$ cat src/hdl/cmu_pkg.sv
// ----------------------------------------------------------------------------
// cmu_pkg
// Shared constants, types and helper functions for the cylindrical
// coordinate metric unit.
// ----------------------------------------------------------------------------
package cmu_pkg;

    localparam int CMU_ANGLE_BITS     = 16;
    localparam int CMU_FRAC_BITS      = 16;
    localparam int CMU_CORDIC_STAGES  = 16;
    localparam int CMU_ATAN_COUNT     = 24;
    localparam int CMU_XY_BITS        = 34;
    localparam int CMU_Z_BITS         = 32;
    localparam int CMU_QUO_BITS       = 33;
    localparam int CMU_RAD_BITS       = 24;
    localparam int CMU_OUT_BITS       = 32;
    localparam int CMU_LANES          = 3;

    localparam logic [31:0] CMU_GAIN_Q30 = 32'd652032874;
    localparam logic [31:0] CMU_POS_MAX  = 32'h7FFF_FFFF;
    localparam logic [31:0] CMU_NEG_MIN  = 32'h8000_0000;
    localparam logic [CMU_QUO_BITS-1:0] CMU_POS_LIM = CMU_QUO_BITS'(64'h7FFF_FFFF);
    localparam logic [CMU_QUO_BITS-1:0] CMU_NEG_LIM = CMU_QUO_BITS'(64'h8000_0000);

    // basis direction codes
    localparam logic [1:0] DIR_RADIAL  = 2'd0;
    localparam logic [1:0] DIR_AZIMUTH = 2'd1;
    localparam logic [1:0] DIR_AXIAL   = 2'd2;

    // divider lanes
    localparam int LANE_A = 0;
    localparam int LANE_B = 1;
    localparam int LANE_C = 2;

    typedef enum logic [1:0] {
        CHR_ZERO,
        CHR_NEG_R,
        CHR_RECIP
    } cmu_chr_t;

    // item data that rides along the rotation chain
    typedef struct packed {
        logic signed [CMU_RAD_BITS-1:0] radius;
        logic signed [CMU_RAD_BITS-1:0] height;
        logic [1:0]                     direction;
        cmu_chr_t                       chr;
        logic [1:0]                     quad;
    } cmu_side_t;

    // item data that rides along the divider chain
    typedef struct packed {
        logic [CMU_OUT_BITS-1:0]        cart_x;
        logic [CMU_OUT_BITS-1:0]        cart_y;
        logic signed [CMU_RAD_BITS-1:0] radius;
        logic signed [CMU_RAD_BITS-1:0] height;
        logic [1:0]                     direction;
        cmu_chr_t                       chr;
        logic [CMU_OUT_BITS-1:0]        lb1;
        logic [CMU_OUT_BITS-1:0]        ub0;
        logic [CMU_LANES-1:0]           neg;
        logic [CMU_LANES-1:0]           ovf;
        logic [1:0]                     vpos;
        logic [1:0]                     vneg;
        logic                           zr;
    } cmu_tail_t;

    // arctangent of 2^-i in units of 2^-32 turn
    function automatic logic [31:0] cmu_atan(input int idx);
        logic [31:0] v;
        case (idx)
            0:       v = 32'd536870912;
            1:       v = 32'd316933406;
            2:       v = 32'd167458907;
            3:       v = 32'd85004756;
            4:       v = 32'd42667331;
            5:       v = 32'd21354465;
            6:       v = 32'd10680862;
            7:       v = 32'd5340245;
            8:       v = 32'd2670163;
            9:       v = 32'd1335087;
            10:      v = 32'd667544;
            11:      v = 32'd333772;
            12:      v = 32'd166886;
            13:      v = 32'd83443;
            14:      v = 32'd41722;
            15:      v = 32'd20861;
            16:      v = 32'd10430;
            17:      v = 32'd5215;
            18:      v = 32'd2608;
            19:      v = 32'd1304;
            20:      v = 32'd652;
            21:      v = 32'd326;
            22:      v = 32'd163;
            23:      v = 32'd81;
            default: v = 32'd0;
        endcase
        return v;
    endfunction

    // signed, saturated quotient from magnitude, sign and special flags
    function automatic logic [CMU_OUT_BITS-1:0] cmu_div_result(
        input logic [CMU_QUO_BITS-1:0] q,
        input logic                    neg,
        input logic                    ovf,
        input logic                    zr,
        input logic                    vpos,
        input logic                    vneg
    );
        logic [CMU_QUO_BITS-1:0] nq;
        logic [CMU_OUT_BITS-1:0] res;
        nq = -q;
        if (zr)
        begin
            res = vpos ? CMU_POS_MAX : (vneg ? CMU_NEG_MIN : '0);
        end
        else if (ovf)
        begin
            res = neg ? CMU_NEG_MIN : CMU_POS_MAX;
        end
        else if (neg)
        begin
            res = (q > CMU_NEG_LIM) ? CMU_NEG_MIN : nq[CMU_OUT_BITS-1:0];
        end
        else
        begin
            res = (q > CMU_POS_LIM) ? CMU_POS_MAX : q[CMU_OUT_BITS-1:0];
        end
        return res;
    endfunction

endpackage

$ cat src/hdl/cmu_div_cell.sv
// ----------------------------------------------------------------------------
// cmu_div_cell
// One registered restoring-division step for three lanes sharing a divisor.
// ----------------------------------------------------------------------------
module cmu_div_cell
    import cmu_pkg::*;
#(
    parameter int REM_BITS = 38,
    parameter int QUO_BITS = CMU_QUO_BITS
)
(
    input  logic                clk,
    input  logic                en,
    input  logic [REM_BITS-1:0] den_in,
    input  logic [REM_BITS-1:0] rem_in  [CMU_LANES],
    input  logic [QUO_BITS-1:0] acc_in  [CMU_LANES],
    output logic [REM_BITS-1:0] den_out,
    output logic [REM_BITS-1:0] rem_out [CMU_LANES],
    output logic [QUO_BITS-1:0] acc_out [CMU_LANES]
);

    logic [REM_BITS-1:0] den_reg;
    logic [REM_BITS-1:0] rem_reg  [CMU_LANES];
    logic [REM_BITS-1:0] rem_next [CMU_LANES];
    logic [QUO_BITS-1:0] acc_reg  [CMU_LANES];
    logic [QUO_BITS-1:0] acc_next [CMU_LANES];
    logic [REM_BITS:0]   trial    [CMU_LANES];
    logic [REM_BITS:0]   diff     [CMU_LANES];
    logic                fits     [CMU_LANES];

    always_comb
    begin
        for (int k = 0; k < CMU_LANES; k++)
        begin
            // bring down the next dividend bit from the top of the accumulator
            trial[k]    = {rem_in[k], acc_in[k][QUO_BITS-1]};
            diff[k]     = trial[k] - {1'b0, den_in};
            fits[k]     = (trial[k] >= {1'b0, den_in});
            rem_next[k] = fits[k] ? diff[k][REM_BITS-1:0] : trial[k][REM_BITS-1:0];
            acc_next[k] = {acc_in[k][QUO_BITS-2:0], fits[k]};
        end
    end

    always_ff @(posedge clk)
    begin
        if (en)
        begin
            den_reg <= den_in;
            rem_reg <= rem_next;
            acc_reg <= acc_next;
        end
    end

    assign den_out = den_reg;
    assign rem_out = rem_reg;
    assign acc_out = acc_reg;

endmodule

$ cat config.mk
export PLATFORM = sky130hd
export DESIGN_NAME = cmu_div_cell
export DESIGN_NICKNAME = d
export VERILOG_FILES = /design/src/hdl/cmu_pkg.sv /design/src/hdl/cmu_div_cell.sv
export SDC_FILE = /design/constraint.sdc
export NUM_CORES = 1
export LEC_CHECK = 0
export BUFFER_PORTS_ARGS = -buffer_cell sky130_fd_sc_hd__buf_2
export CAP_MARGIN = 0
export CORE_MARGIN = 5
export CORE_UTILIZATION = 40
export CTS_CLUSTER_SIZE = 12
export DETAILED_ROUTE_END_ITERATION = 8
export PLACE_DENSITY = 0.62
export SLEW_MARGIN = 30
export SYNTH_ARGS = -nofsm -noshare
export SYNTH_HDL_FRONTEND = slang
export SYNTH_SLANG_ARGS = --single-unit
$ cat constraint.sdc
create_clock -name clk -period 6.4 [get_ports clk]
set_clock_uncertainty 0.15 [all_clocks]
set_input_delay 0.64 -clock clk [delete_from_list [all_inputs] [get_ports clk]]
set_output_delay 0.64 -clock clk [all_outputs]
set_load 0.02 [all_outputs]
* Word-level counts from Yosys, hierarchy flattened
Cells that the tools add are included.
Storage, ports and cells: register bits 251, latch bits 0, memory bits (writable) 0, bits in read-only memories 0, input port bits 253, output and inout bits 251, word-level logic and storage cells 16, memories 0
Cells by class: add/sub/neg operators 3, $mul 0, div/mod/pow operators 0, $lt $le $gt $ge 3, eq/ne operators 0, shift-type cells 0, muxes and demuxes 3, bitwise logic cells 0, reduce and logical (&&, ||, !) cells 0
Operators by type and width (number):
- greater-or-equal comparator 39 x 38 -> 1 bit | 3
- two-way mux 38 bit | 3
- subtractor 38 bit | 3

* Longest topological paths before layout
word-level depth 2, mapped depth 14, mapped depth without buffers 12

* Worst setup path after synthesis
No wires, ideal clock.
path type in2reg, start input port acc_in[65] (netlist bit), end register rem_reg (netlist bit rem_out[72]), data pin, setup time 259 ps, arrival 2980 ps, required time 5991 ps, setup slack 3011 ps, stages 12, buffers on the path 0, path through inv_1 -> ha_1 -> inv_1 -> fa_1 -> a21oi_1 -> o21ai_0 -> a22o_1 -> nor3_2 -> o21ai_1 -> a31oi_2 -> mux2_2 -> o31a_1
RTL lines:
- from (decl) | line cmu_div_cell.sv:16 | input logic [QUO_BITS-1:0] acc_in [CMU_LANES],
- to (signal assigned) | line cmu_div_cell.sv:49 | rem_reg <= rem_next;
- to (decl) | line cmu_div_cell.sv:23 | logic [REM_BITS-1:0] rem_reg [CMU_LANES];

==> metrics.txt <==
Hold Buf Count CTS 0; Sw Pwr 0.00171 W; Die Width approximately 210 um; Worst Path Class, Setup in -> reg; CTS Buf Count 30; Starting Density about 40%; crit path DAT roughly 4.3 ns; post-synthesis cell area roughly 0.016 mm^2; Cell Int Power 0.00356 W; unrepaired setup endpoints after global routing false; Post-CTS Setup Repair Bufs 0; Synth cell types 83; Final Hold Viols 0; cells after synthesis 1468; fraction of registers with async set/reset 0%; Cell Pwr Density ~270 mW/mm^2; synth warn 0; die area ~0.044 mm^2; core box area between 0.03 and 0.04 mm^2; RePlAce Congestion slightly below 1; DRC 0; Leak ~8.7 nW; # Max-Cap Violations 0; Routed WL approximately 57000 um; Pre-antenna DRT Iters 6; sum of negative setup slack 0 ns; detailed-route wire length per cell about 23 um; Avg Inst Size Synth 10.9 um^2; Layout Cells excl Fill 2508; Clock transition at path regs 0.06 ns; Max VDD drop 0.000218 V; commonest non-fill, non-tap cell in the layout buf_2; fmax between 200 and 250 MHz; status finished clean; max_slew headroom a little over a third; Gate power share 29.8%; sequential fraction of the synthesis area a little under half; Die Ht 210 um; Slew Limit Fails 0; GRT overflow 0; routed vias roughly 14000; nets 2328; H-tree lvl count 1; Clock Path Buffers 3; most frequent cells in the layout 502 x buf_2, 251 x edfxtp_1, 144 x a21oi_1; net count after synthesis 1838; synth-to-layout area growth 24.4%; critical path launch point type input port; All-Layer GR Usage 24.4%; dpl cells ~2500; num ports ~500; largest net degree at the start of global routing 160; Top FF cell, synth edfxtp_1; CTS tree built; crit path time final between 4 and 5 ns; nature of the critical path endpoint flop; dpl hpwl approximately 47000 um; #FFs+latches synth approximately 250; required time worst endpoint between 6 and 7 ns; vias per inst 5.53; Sw Share 32.4%; final setup fails 0; antenna violations before repair 15; num rows 73; first-pass GRT wire length slightly above 80000 um; Port Buffer Count between 500 and 600; post-CTS sizing 0; clock sinks approximately 250; sequential share of power about two fifths; Least-Margin Pin Slew roughly 0.98 ns; 1st-iter DRT viols approximately 1100; worst hold path class in -> reg; number of enable flip-flop cells after synthesis between 200 and 300; clock power share around 30%; layout cell share with drive strength beyond 1 approximately a third; root buffer cell clkbuf_16; Tcrit/Tclk final between 60% and 70%; antenna-violating nets left 0; crit-path max FO 26; vias in the first global route roughly 14000
==> critical path: stages <==
cell and delay [ns]:
buf_2 0.11, inv_1 0.32, ha_1 0.32, nor2b_1 0.14
o21bai_1 0.28, nand3_1 0.14, a21oi_2 0.29, o22ai_2 0.16
o2111ai_2 0.58, and2_1 0.60, inv_4 0.30, mux2_1 0.41
==> final timing paths <==
path / from / endpoint / slack, ns / depth (start not counted)
worst max-delay path: den_in[1] / rem_out[18]$_DFFE_PP_ / 2.24 / 12
worst min-delay path: acc_in[36] / acc_out[37]$_DFFE_PP_ / 0.1 / 1
==> power by group through the flow <==
stage / Clock [W] / Combinational, W / Sequential [W]
2_1_floorplan: 0 / 0.000768 / 0.00239
3_3_place_gp: 0 / 0.00156 / 0.00215
3_5_place_dp: 0 / 0.00156 / 0.00215
4_1_cts: 0.00163 / 0.00157 / 0.00212
5_1_grt: 0.00170 / 0.00169 / 0.00213
6_report: 0.00159 / 0.00157 / 0.00211
==> registers in the layout (all words and copies together) (netlist names) <==
signal,cells
acc_out,99
rem_out,114
den_out,38
==> metal layers <==
| layer | global-route usage [%] | wire (um) |
|---|---|---|
| met1 | 28.0 | 21400 |
| met2 | 45.8 | 29400 |
| met3 | 4.54 | 4060 |
| met4 | 7.47 | 1920 |
| met5 | 0 | 55 |
==> metrics by stage <==
step,setup WS [ns],power (W),util (%),hold WS (ns),cell area [um^2]
floorplan,3.01,0.00315,-,0.589,15900
global route,2.03,0.00552,50.1,0.0655,19800
detailed placement,1.61,0.00371,47.7,0.668,18900
finish,2.24,0.00527,50.1,0.0963,19800
CTS,2.19,0.00532,50.1,0.0633,19800
global placement,1.70,0.00371,47.7,0.666,18900
==> cell type report <==
class,count,area (um^2)
Tap cell,525,657
Sequential cell,251,7540
Timing Repair Buffer,505,2550
Clock inverter,21,136
Clock buffer,33,783
Multi-Input combinational cell,1084,7810
Fill cell,3641,19700
Inverter,86,328
Antenna cell,3,7.51
==> Yosys cell counts, drive strengths merged (4+ instances only) <==
cell type  number  area share (%)
edfxtp        251              47
a21oi         149             4.8
ha            114             9.0
nor2          106             2.5
nand2          90             2.1
o21ai          88             2.8
inv            86             2.1
xnor2          66             3.6
mux2           65             5.3
nand3          47             1.5
a21o           44             2.1
clkbuf         26            0.64
nand4          26             1.0
xor2           25             1.4
buf            21             1.0
nor3           21            0.75
o21bai         21            0.99
and3           19            0.75
a211oi         18            0.85
a31oi          13            0.55
o211ai         13            0.70
o21a           13            0.66
nand2b         12            0.47
nor2b          12            0.47
and2           11            0.43
o31ai           9            0.42
nor4            8            0.31
and4            7            0.38
or2             7            0.27
a211o           5            0.27
a311oi          5            0.27
a21boi          4            0.19
a31o            4            0.22
o211a           4            0.25
o22ai           4            0.20
or4             4            0.19
==> cells by family after synthesis <==
family	synth area share, %
buffers and inverters	3.70
XOR/XNOR	5.00
adder cells (fa/ha/maj)	9.33
AO/OA/AOI/OAI	17.5
multiplexers	5.51
flip-flops	47.3
AND/OR/NAND/NOR	11.6
Note: power is estimated with default switching activity, not from simulation.
