<file path="src/hdl/cmu_pkg.sv">
// ----------------------------------------------------------------------------
// cmu_pkg
// Shared constants, types and helper functions for the cylindrical
// coordinate metric unit.
// ----------------------------------------------------------------------------
package cmu_pkg;

    localparam int CMU_ANGLE_BITS     = 16;
    localparam int CMU_FRAC_BITS      = 16;
    localparam int CMU_CORDIC_STAGES  = 16;
    localparam int CMU_ATAN_COUNT     = 24;
    localparam int CMU_XY_BITS        = 34;
    localparam int CMU_Z_BITS         = 32;
    localparam int CMU_QUO_BITS       = 33;
    localparam int CMU_RAD_BITS       = 24;
    localparam int CMU_OUT_BITS       = 32;
    localparam int CMU_LANES          = 3;

    localparam logic [31:0] CMU_GAIN_Q30 = 32'd652032874;
    localparam logic [31:0] CMU_POS_MAX  = 32'h7FFF_FFFF;
    localparam logic [31:0] CMU_NEG_MIN  = 32'h8000_0000;
    localparam logic [CMU_QUO_BITS-1:0] CMU_POS_LIM = CMU_QUO_BITS'(64'h7FFF_FFFF);
    localparam logic [CMU_QUO_BITS-1:0] CMU_NEG_LIM = CMU_QUO_BITS'(64'h8000_0000);

    // basis direction codes
    localparam logic [1:0] DIR_RADIAL  = 2'd0;
    localparam logic [1:0] DIR_AZIMUTH = 2'd1;
    localparam logic [1:0] DIR_AXIAL   = 2'd2;

    // divider lanes
    localparam int LANE_A = 0;
    localparam int LANE_B = 1;
    localparam int LANE_C = 2;

    typedef enum logic [1:0] {
        CHR_ZERO,
        CHR_NEG_R,
        CHR_RECIP
    } cmu_chr_t;

    // item data that rides along the rotation chain
    typedef struct packed {
        logic signed [CMU_RAD_BITS-1:0] radius;
        logic signed [CMU_RAD_BITS-1:0] height;
        logic [1:0]                     direction;
        cmu_chr_t                       chr;
        logic [1:0]                     quad;
    } cmu_side_t;

    // item data that rides along the divider chain
    typedef struct packed {
        logic [CMU_OUT_BITS-1:0]        cart_x;
        logic [CMU_OUT_BITS-1:0]        cart_y;
        logic signed [CMU_RAD_BITS-1:0] radius;
        logic signed [CMU_RAD_BITS-1:0] height;
        logic [1:0]                     direction;
        cmu_chr_t                       chr;
        logic [CMU_OUT_BITS-1:0]        lb1;
        logic [CMU_OUT_BITS-1:0]        ub0;
        logic [CMU_LANES-1:0]           neg;
        logic [CMU_LANES-1:0]           ovf;
        logic [1:0]                     vpos;
        logic [1:0]                     vneg;
        logic                           zr;
    } cmu_tail_t;

    // arctangent of 2^-i in units of 2^-32 turn
    function automatic logic [31:0] cmu_atan(input int idx);
        logic [31:0] v;
        case (idx)
            0:       v = 32'd536870912;
            1:       v = 32'd316933406;
            2:       v = 32'd167458907;
            3:       v = 32'd85004756;
            4:       v = 32'd42667331;
            5:       v = 32'd21354465;
            6:       v = 32'd10680862;
            7:       v = 32'd5340245;
            8:       v = 32'd2670163;
            9:       v = 32'd1335087;
            10:      v = 32'd667544;
            11:      v = 32'd333772;
            12:      v = 32'd166886;
            13:      v = 32'd83443;
            14:      v = 32'd41722;
            15:      v = 32'd20861;
            16:      v = 32'd10430;
            17:      v = 32'd5215;
            18:      v = 32'd2608;
            19:      v = 32'd1304;
            20:      v = 32'd652;
            21:      v = 32'd326;
            22:      v = 32'd163;
            23:      v = 32'd81;
            default: v = 32'd0;
        endcase
        return v;
    endfunction

    // signed, saturated quotient from magnitude, sign and special flags
    function automatic logic [CMU_OUT_BITS-1:0] cmu_div_result(
        input logic [CMU_QUO_BITS-1:0] q,
        input logic                    neg,
        input logic                    ovf,
        input logic                    zr,
        input logic                    vpos,
        input logic                    vneg
    );
        logic [CMU_QUO_BITS-1:0] nq;
        logic [CMU_OUT_BITS-1:0] res;
        nq = -q;
        if (zr)
        begin
            res = vpos ? CMU_POS_MAX : (vneg ? CMU_NEG_MIN : '0);
        end
        else if (ovf)
        begin
            res = neg ? CMU_NEG_MIN : CMU_POS_MAX;
        end
        else if (neg)
        begin
            res = (q > CMU_NEG_LIM) ? CMU_NEG_MIN : nq[CMU_OUT_BITS-1:0];
        end
        else
        begin
            res = (q > CMU_POS_LIM) ? CMU_POS_MAX : q[CMU_OUT_BITS-1:0];
        end
        return res;
    endfunction

endpackage

</file>
<file path="src/hdl/cmu_cordic_cell.sv">
// ----------------------------------------------------------------------------
// cmu_cordic_cell
// One registered micro-rotation of the rotation-mode sine/cosine chain.
// ----------------------------------------------------------------------------
module cmu_cordic_cell
    import cmu_pkg::*;
#(
    parameter int STAGE   = 0,
    parameter int XY_BITS = CMU_XY_BITS,
    parameter int Z_BITS  = CMU_Z_BITS
)
(
    input  logic                      clk,
    input  logic                      en,
    input  logic signed [XY_BITS-1:0] x_in,
    input  logic signed [XY_BITS-1:0] y_in,
    input  logic signed [Z_BITS-1:0]  z_in,
    output logic signed [XY_BITS-1:0] x_out,
    output logic signed [XY_BITS-1:0] y_out,
    output logic signed [Z_BITS-1:0]  z_out
);

    localparam logic signed [Z_BITS-1:0] ATAN = $signed(Z_BITS'(cmu_atan(STAGE)));

    logic signed [XY_BITS-1:0] x_reg, x_next;
    logic signed [XY_BITS-1:0] y_reg, y_next;
    logic signed [Z_BITS-1:0]  z_reg, z_next;
    logic signed [XY_BITS-1:0] x_sh, y_sh;

    always_comb
    begin
        x_sh = x_in >>> STAGE;
        y_sh = y_in >>> STAGE;
        if (!z_in[Z_BITS-1])
        begin
            x_next = x_in - y_sh;
            y_next = y_in + x_sh;
            z_next = z_in - ATAN;
        end
        else
        begin
            x_next = x_in + y_sh;
            y_next = y_in - x_sh;
            z_next = z_in + ATAN;
        end
    end

    always_ff @(posedge clk)
    begin
        if (en)
        begin
            x_reg <= x_next;
            y_reg <= y_next;
            z_reg <= z_next;
        end
    end

    assign x_out = x_reg;
    assign y_out = y_reg;
    assign z_out = z_reg;

endmodule

</file>
<file path="config.mk">
export PLATFORM = sky130hd
export DESIGN_NAME = cmu_cordic_cell
export DESIGN_NICKNAME = d
export VERILOG_FILES = /design/src/hdl/cmu_pkg.sv /design/src/hdl/cmu_cordic_cell.sv
export SDC_FILE = /design/constraint.sdc
export NUM_CORES = 1
export LEC_CHECK = 0
export ABC_AREA = 1
export BUFFER_PORTS_ARGS = -buffer_cell sky130_fd_sc_hd__buf_2
export CAP_MARGIN = 20
export CORE_ASPECT_RATIO = 0.9
export CORE_MARGIN = 4
export CORE_UTILIZATION = 27
export CTS_BUF_LIST = sky130_fd_sc_hd__clkbuf_4 sky130_fd_sc_hd__clkbuf_8 sky130_fd_sc_hd__clkbuf_16
export CTS_CLUSTER_DIAMETER = 50
export DETAILED_ROUTE_END_ITERATION = 8
export PLACE_DENSITY_LB_ADDON = 0.2
export SLEW_MARGIN = 20
export SYNTH_ARGS = -nofsm -noshare
export SYNTH_HDL_FRONTEND = slang
export SYNTH_SLANG_ARGS = --single-unit
</file>
<file path="constraint.sdc">
create_clock -name clk -period 1.9 [get_ports clk]
set_input_delay 0.095 -clock clk [delete_from_list [all_inputs] [get_ports clk]]
set_output_delay 0.095 -clock clk [all_outputs]
set_load 0.05 [all_outputs]
</file>
After elaboration in Yosys (flattened, before gate mapping)
Cells that the tools add are included.
{"block": "word_totals", "register_bits": 100, "input_bits": 102}
{"block": "op_classes", "addsub": 5, "mux": 3}
{"cell": "34-bit 2-to-1 mux", "n": 2}
{"cell": "34-bit subtractor", "n": 2}
{"cell": "34-bit adder", "n": 1}
{"cell": "32-bit by 31-bit adder with 32-bit output (second input constant)", "n": 1}
{"cell": "32-bit 2-to-1 mux", "n": 1}
{"cell": "32-bit by 31-bit subtractor with 32-bit output (second input constant)", "n": 1}

Logic depth before layout (Yosys ltp)
{"block": "depth", "ltp_word": 2, "mapped_depth": 17}

Worst setup path after synthesis
No wires, ideal clock.
{"block": "synth_path", "kind": "input-to-reg", "start": "in x_in[0]", "end": "reg y_reg[32] (netlist: y_out[32]), data pin", "arrival_time_ns": 1.534, "required_time_ns": 1.647, "setup_slack_ns": 0.113, "path_stages": 13, "path_buffers": 0, "path_cell_list": "ha_1 -> fa_1 -> nand2_1 -> nand2_1 -> and2_4 -> nand3_1 -> nand2_1 -> nand2_1 -> nand2_1 -> nand2_1 -> nand3_1 -> nand3_1 -> nand2_1"}
{"block": "synth_via", "elab_chain_len": 2}
{"element": "start: declaration", "line": "cmu_cordic_cell.sv:15", "rtl": "input logic signed [XY_BITS-1:0] x_in,"}
{"element": "34-bit adder / 34-bit subtractor (equally long branches)", "line": "cmu_cordic_cell.sv:37, cmu_cordic_cell.sv:43"}
{"element": "34-bit 2-to-1 mux *", "line": "cmu_cordic_cell.sv:34", "rtl": "if (!z_in[Z_BITS-1])"}
{"element": "net y_next[32]", "line": "cmu_cordic_cell.sv:26", "rtl": "logic signed [XY_BITS-1:0] y_reg, y_next;"}
{"element": "end signal: assignment", "line": "cmu_cordic_cell.sv:53", "rtl": "y_reg <= y_next;"}
{"element": "end: declaration", "line": "cmu_cordic_cell.sv:26"}
Mark *: on every way through the listed nets, which the timed path passes. The rest lies on a longest branch.
A chain may end at the register's enable or synchronous reset.

Worst setup path in the final report
{"block": "layout_path", "start": "in x_in[4]", "end": "reg x_reg[21] (netlist: x_out[21]), data pin"}
{"block": "layout_via", "elab_chain_len": 2}
{"element": "34-bit subtractor / 34-bit adder (equally long branches)", "line": "cmu_cordic_cell.sv:36, cmu_cordic_cell.sv:42"}
{"element": "34-bit 2-to-1 mux *", "line": "cmu_cordic_cell.sv:34"}
{"element": "net x_next[21]", "line": "cmu_cordic_cell.sv:25", "rtl": "logic signed [XY_BITS-1:0] x_reg, x_next;"}
{"element": "end signal: assignment", "line": "cmu_cordic_cell.sv:52", "rtl": "x_reg <= x_next;"}
{"element": "end: declaration", "line": "cmu_cordic_cell.sv:25"}
Marks and branches as above.

==> flow_summary.rst <==
.. list-table::
   :header-rows: 1

   * - Metric
     - Value
   * - Outcome
     - finished, final reports clean
   * - Slowest CP cell
     - sky130_fd_sc_hd__ha_2
   * - Tightest Pin Transition
     - 607 ps
   * - Final ANT Viol Nets
     - 0
   * - Die Ht
     - 194 um
   * - Initial antenna violation count
     - 0
   * - Die extent in x
     - 214 um
   * - CTS tree
     - yes
   * - Final clock period utilization by the worst path
     - 95.2%
   * - Max Cap Viol
     - 0
   * - Total detailed-routing wirelength
     - 42.7 mm
   * - Post-DR wirelength/cell
     - 16.7 um
   * - Overflow after GRT
     - 0
   * - Type of element launching the critical path
     - input port
   * - Post-CTS Setup Inserts
     - 0
   * - Largest net degree at the start of global routing
     - 59
   * - Routed vias/inst
     - 4.61
   * - Post-Syn Instances
     - 1555
   * - Max frequency
     - 0.553 GHz
   * - CTS H-tree depth
     - 3
   * - Wire length of the first global-routing pass
     - 66.5 mm
   * - Setup slack after placement
     - -527 ps
   * - Kind of path behind the tightest hold check
     - input port to register
   * - Data required time of the worst path
     - 2020 ps
   * - Max FO, Critical Path
     - 10
   * - Row Count
     - 67
   * - Number of DRC markers after the initial detailed-route iteration
     - 667
   * - Floorplan Core Area
     - 37600 um2
   * - Depth of the critical timing path with buffers and inverters included
     - 12
   * - Sum of buffers and inverters on the critical path
     - 3
   * - Seq/Total Area, Yosys
     - 28.7%
   * - Fin nets
     - 2271
   * - Fraction of final layout cells with drive strength greater than 1
     - 30.1%
   * - Synth cell types
     - 39
   * - Final sum of negative setup slack
     - 0 ps
   * - Clock-pin slew on the worst setup and hold paths
     - 70 ps
   * - Die Area
     - 41500 um2
   * - Ordered list of cells on the worst path
     - buf_2 > inv_1 > ha_2 > inv_1 > a21oi_1 > nand3_1 > nand3_1 > nand2_1 > nand3_1 > nand3_1 > nand3_1 > nand2_1
   * - Count of input and output buffers
     - 201
   * - CTS sink count
     - 99
   * - Power per standard cell area
     - 650 nW/um2
   * - Synthesized area
     - 10300 um2
   * - Post-route worst setup slack
     - 90.3 ps
   * - Minimum clock period after layout
     - 1810 ps
   * - Longest Clk Path Bufs
     - 2
   * - Initial standard-cell utilization of the core
     - 27.5%
   * - TritonCTS buffer count
     - 9
   * - Static Leak
     - 7.74 nW
   * - Iteration count of the initial detailed-routing pass
     - 5
   * - Total global routing track utilization
     - 20.4%
   * - Largest delay share family, worst path
     - simple AND/OR/NAND/NOR gates
   * - Max-slew violations
     - 0
   * - Number of warnings printed during yosys synthesis
     - 0
   * - Arrival time at the worst endpoint
     - 1930 ps
   * - Highest ir drop seen on vdd
     - 0.000342 V
   * - Routability Congestion
     - 0.905
   * - Ports
     - 202
   * - Hold Vio Cnt, Final
     - 0
   * - Detailed placement HPWL
     - 36.1 mm
   * - Most frequent cell on the critical path
     - sky130_fd_sc_hd__nand3_1
   * - Final Setup Violations
     - 0
   * - Max stage delay on crit path
     - 450 ps
   * - Mean area per synthesized cell
     - 6.65 um2
   * - Vias in the first global route
     - 12070
   * - P&R area growth vs syn
     - 44.7%
   * - DRC violations left
     - 0
   * - Vias post-DR
     - 11757
   * - Endpoint type of the worst setup path
     - register
   * - # fillers
     - 4033
   * - Hold depth
     - 2
   * - Flop and latch count out of synthesis
     - 99
   * - Net count after synthesis
     - 1761
   * - Cell at the root of the clock tree
     - sky130_fd_sc_hd__clkbuf_16
   * - Relative slew slack
     - 59.6%
   * - RSZ-0062 raised after global routing
     - yes
   * - Class of the most critical setup path
     - input port to register
## synthesized netlist by cell type, drive strengths merged
master | instances | area [um2]
a211oi | 1 | 7.51
a21boi | 2 | 15.0
a21o | 3 | 22.5
a21oi | 117 | 593
a31oi | 2 | 12.5
and2 | 2 | 15.0
buf | 36 | 240
clkbuf | 6 | 22.5
edfxtp | 99 | 2970
fa | 4 | 80.1
ha | 100 | 1250
inv | 250 | 938
mux2i | 2 | 20.0
nand2 | 462 | 1740
nand3 | 161 | 811
nand3b | 3 | 22.5
nand4 | 15 | 93.8
nor2 | 123 | 484
nor3 | 16 | 85.1
nor4 | 4 | 31.3
o211ai | 2 | 15.0
o21ai | 93 | 465
o21bai | 16 | 120
o22ai | 6 | 37.5
or2 | 6 | 37.5
xnor2 | 1 | 8.76
xor2 | 23 | 201
## layer usage
layer | vias to the layer above | track usage, % | wire length [um]
met5 | - | 0 | 0
met4 | 0 | 4.27 | 702
met3 | 34 | 3.15 | 1970
met2 | 286 | 32.4 | 18700
met1 | 5405 | 29.4 | 21300
li1 | 6032 | - | -
## cell usage in the layout (no fill, tap or decap), drive strengths merged, types with 3 or more instances in the layout
cell	Yosys	routed
nor3	16	16
dlygate4sd3	0	30
o21ai	93	93
a21o	3	3
clkbuf	6	9
nor2	123	123
nor4	4	4
nand3b	3	3
o22ai	6	6
nand2	462	462
o21bai	16	16
nand4	15	15
a21oi	117	117
inv	250	253
edfxtp	99	99
nand3	161	161
ha	100	100
xor2	23	23
buf	36	511
fa	4	4
or2	6	6
## logic make-up after synthesis
logic type,count (synthesis),synth area share [%]
compound gates,242,12.5
simple gates,792,32.1
mux,2,0.194
flops,99,28.7
xor+xnor,24,2.03
buf+inv,292,11.6
fa+ha+maj,104,12.9
## layout make-up
type / count / area (um2) / area share [%]
diodes: 1 / 2.50 / 0.0167
clock buffers: 9 / 225 / 1.51
clock inverters: 6 / 71.3 / 0.477
inverters: 250 / 938 / 6.27
multi-input cells: 1164 / 6470 / 43.3
flip-flops and latches: 99 / 2970 / 19.9
well taps: 483 / 604 / 4.04
repair buffers: 541 / 3670 / 24.6
## where the power goes
part           total [mW]  internal, mW  switching [mW]
sequential           2.82          2.75          0.0706
clock                2.02          1.03           0.988
combinational        4.88          1.73            3.15
total                9.72          5.51            4.21
## flip-flops by register name, indices dropped and copies added, names as in the netlist
register,cells
x_out,34
y_out,33
z_out,32
## metrics by stage
| step | util, % | hold slack, ps | cells | total power [mW] | area (um2) |
|---|---|---|---|---|---|
| finish | 39.8 | 67.9 | 2553 | 9.72 | 15000 |
| global route | 39.8 | 56.6 | 2552 | 10.4 | 15000 |
| CTS | 39.1 | 51.3 | 2552 | 9.69 | 14700 |
| detailed placement | 37.4 | 274 | 2507 | 7.55 | 14100 |
| global placement | 37.4 | 272 | 2507 | 7.53 | 14100 |
| floorplan | - | 194 | 1555 | 5.59 | 10300 |
## worst paths after layout
path | startpoint | end | slack [ps]
worst min-delay path | z_in[30] | z_out[30] | 70
worst max-delay path | x_in[4] | x_out[21] | 90
## timing repair
action,4_1_cts,5_1_grt
setup endpoints to repair,14,47
gates resized for setup,5,90
endpoints found under the hold margin,30,0
hold buffers,30,0
pin swaps,1,0
No activity file was read; power rests on OpenSTA's default activity.
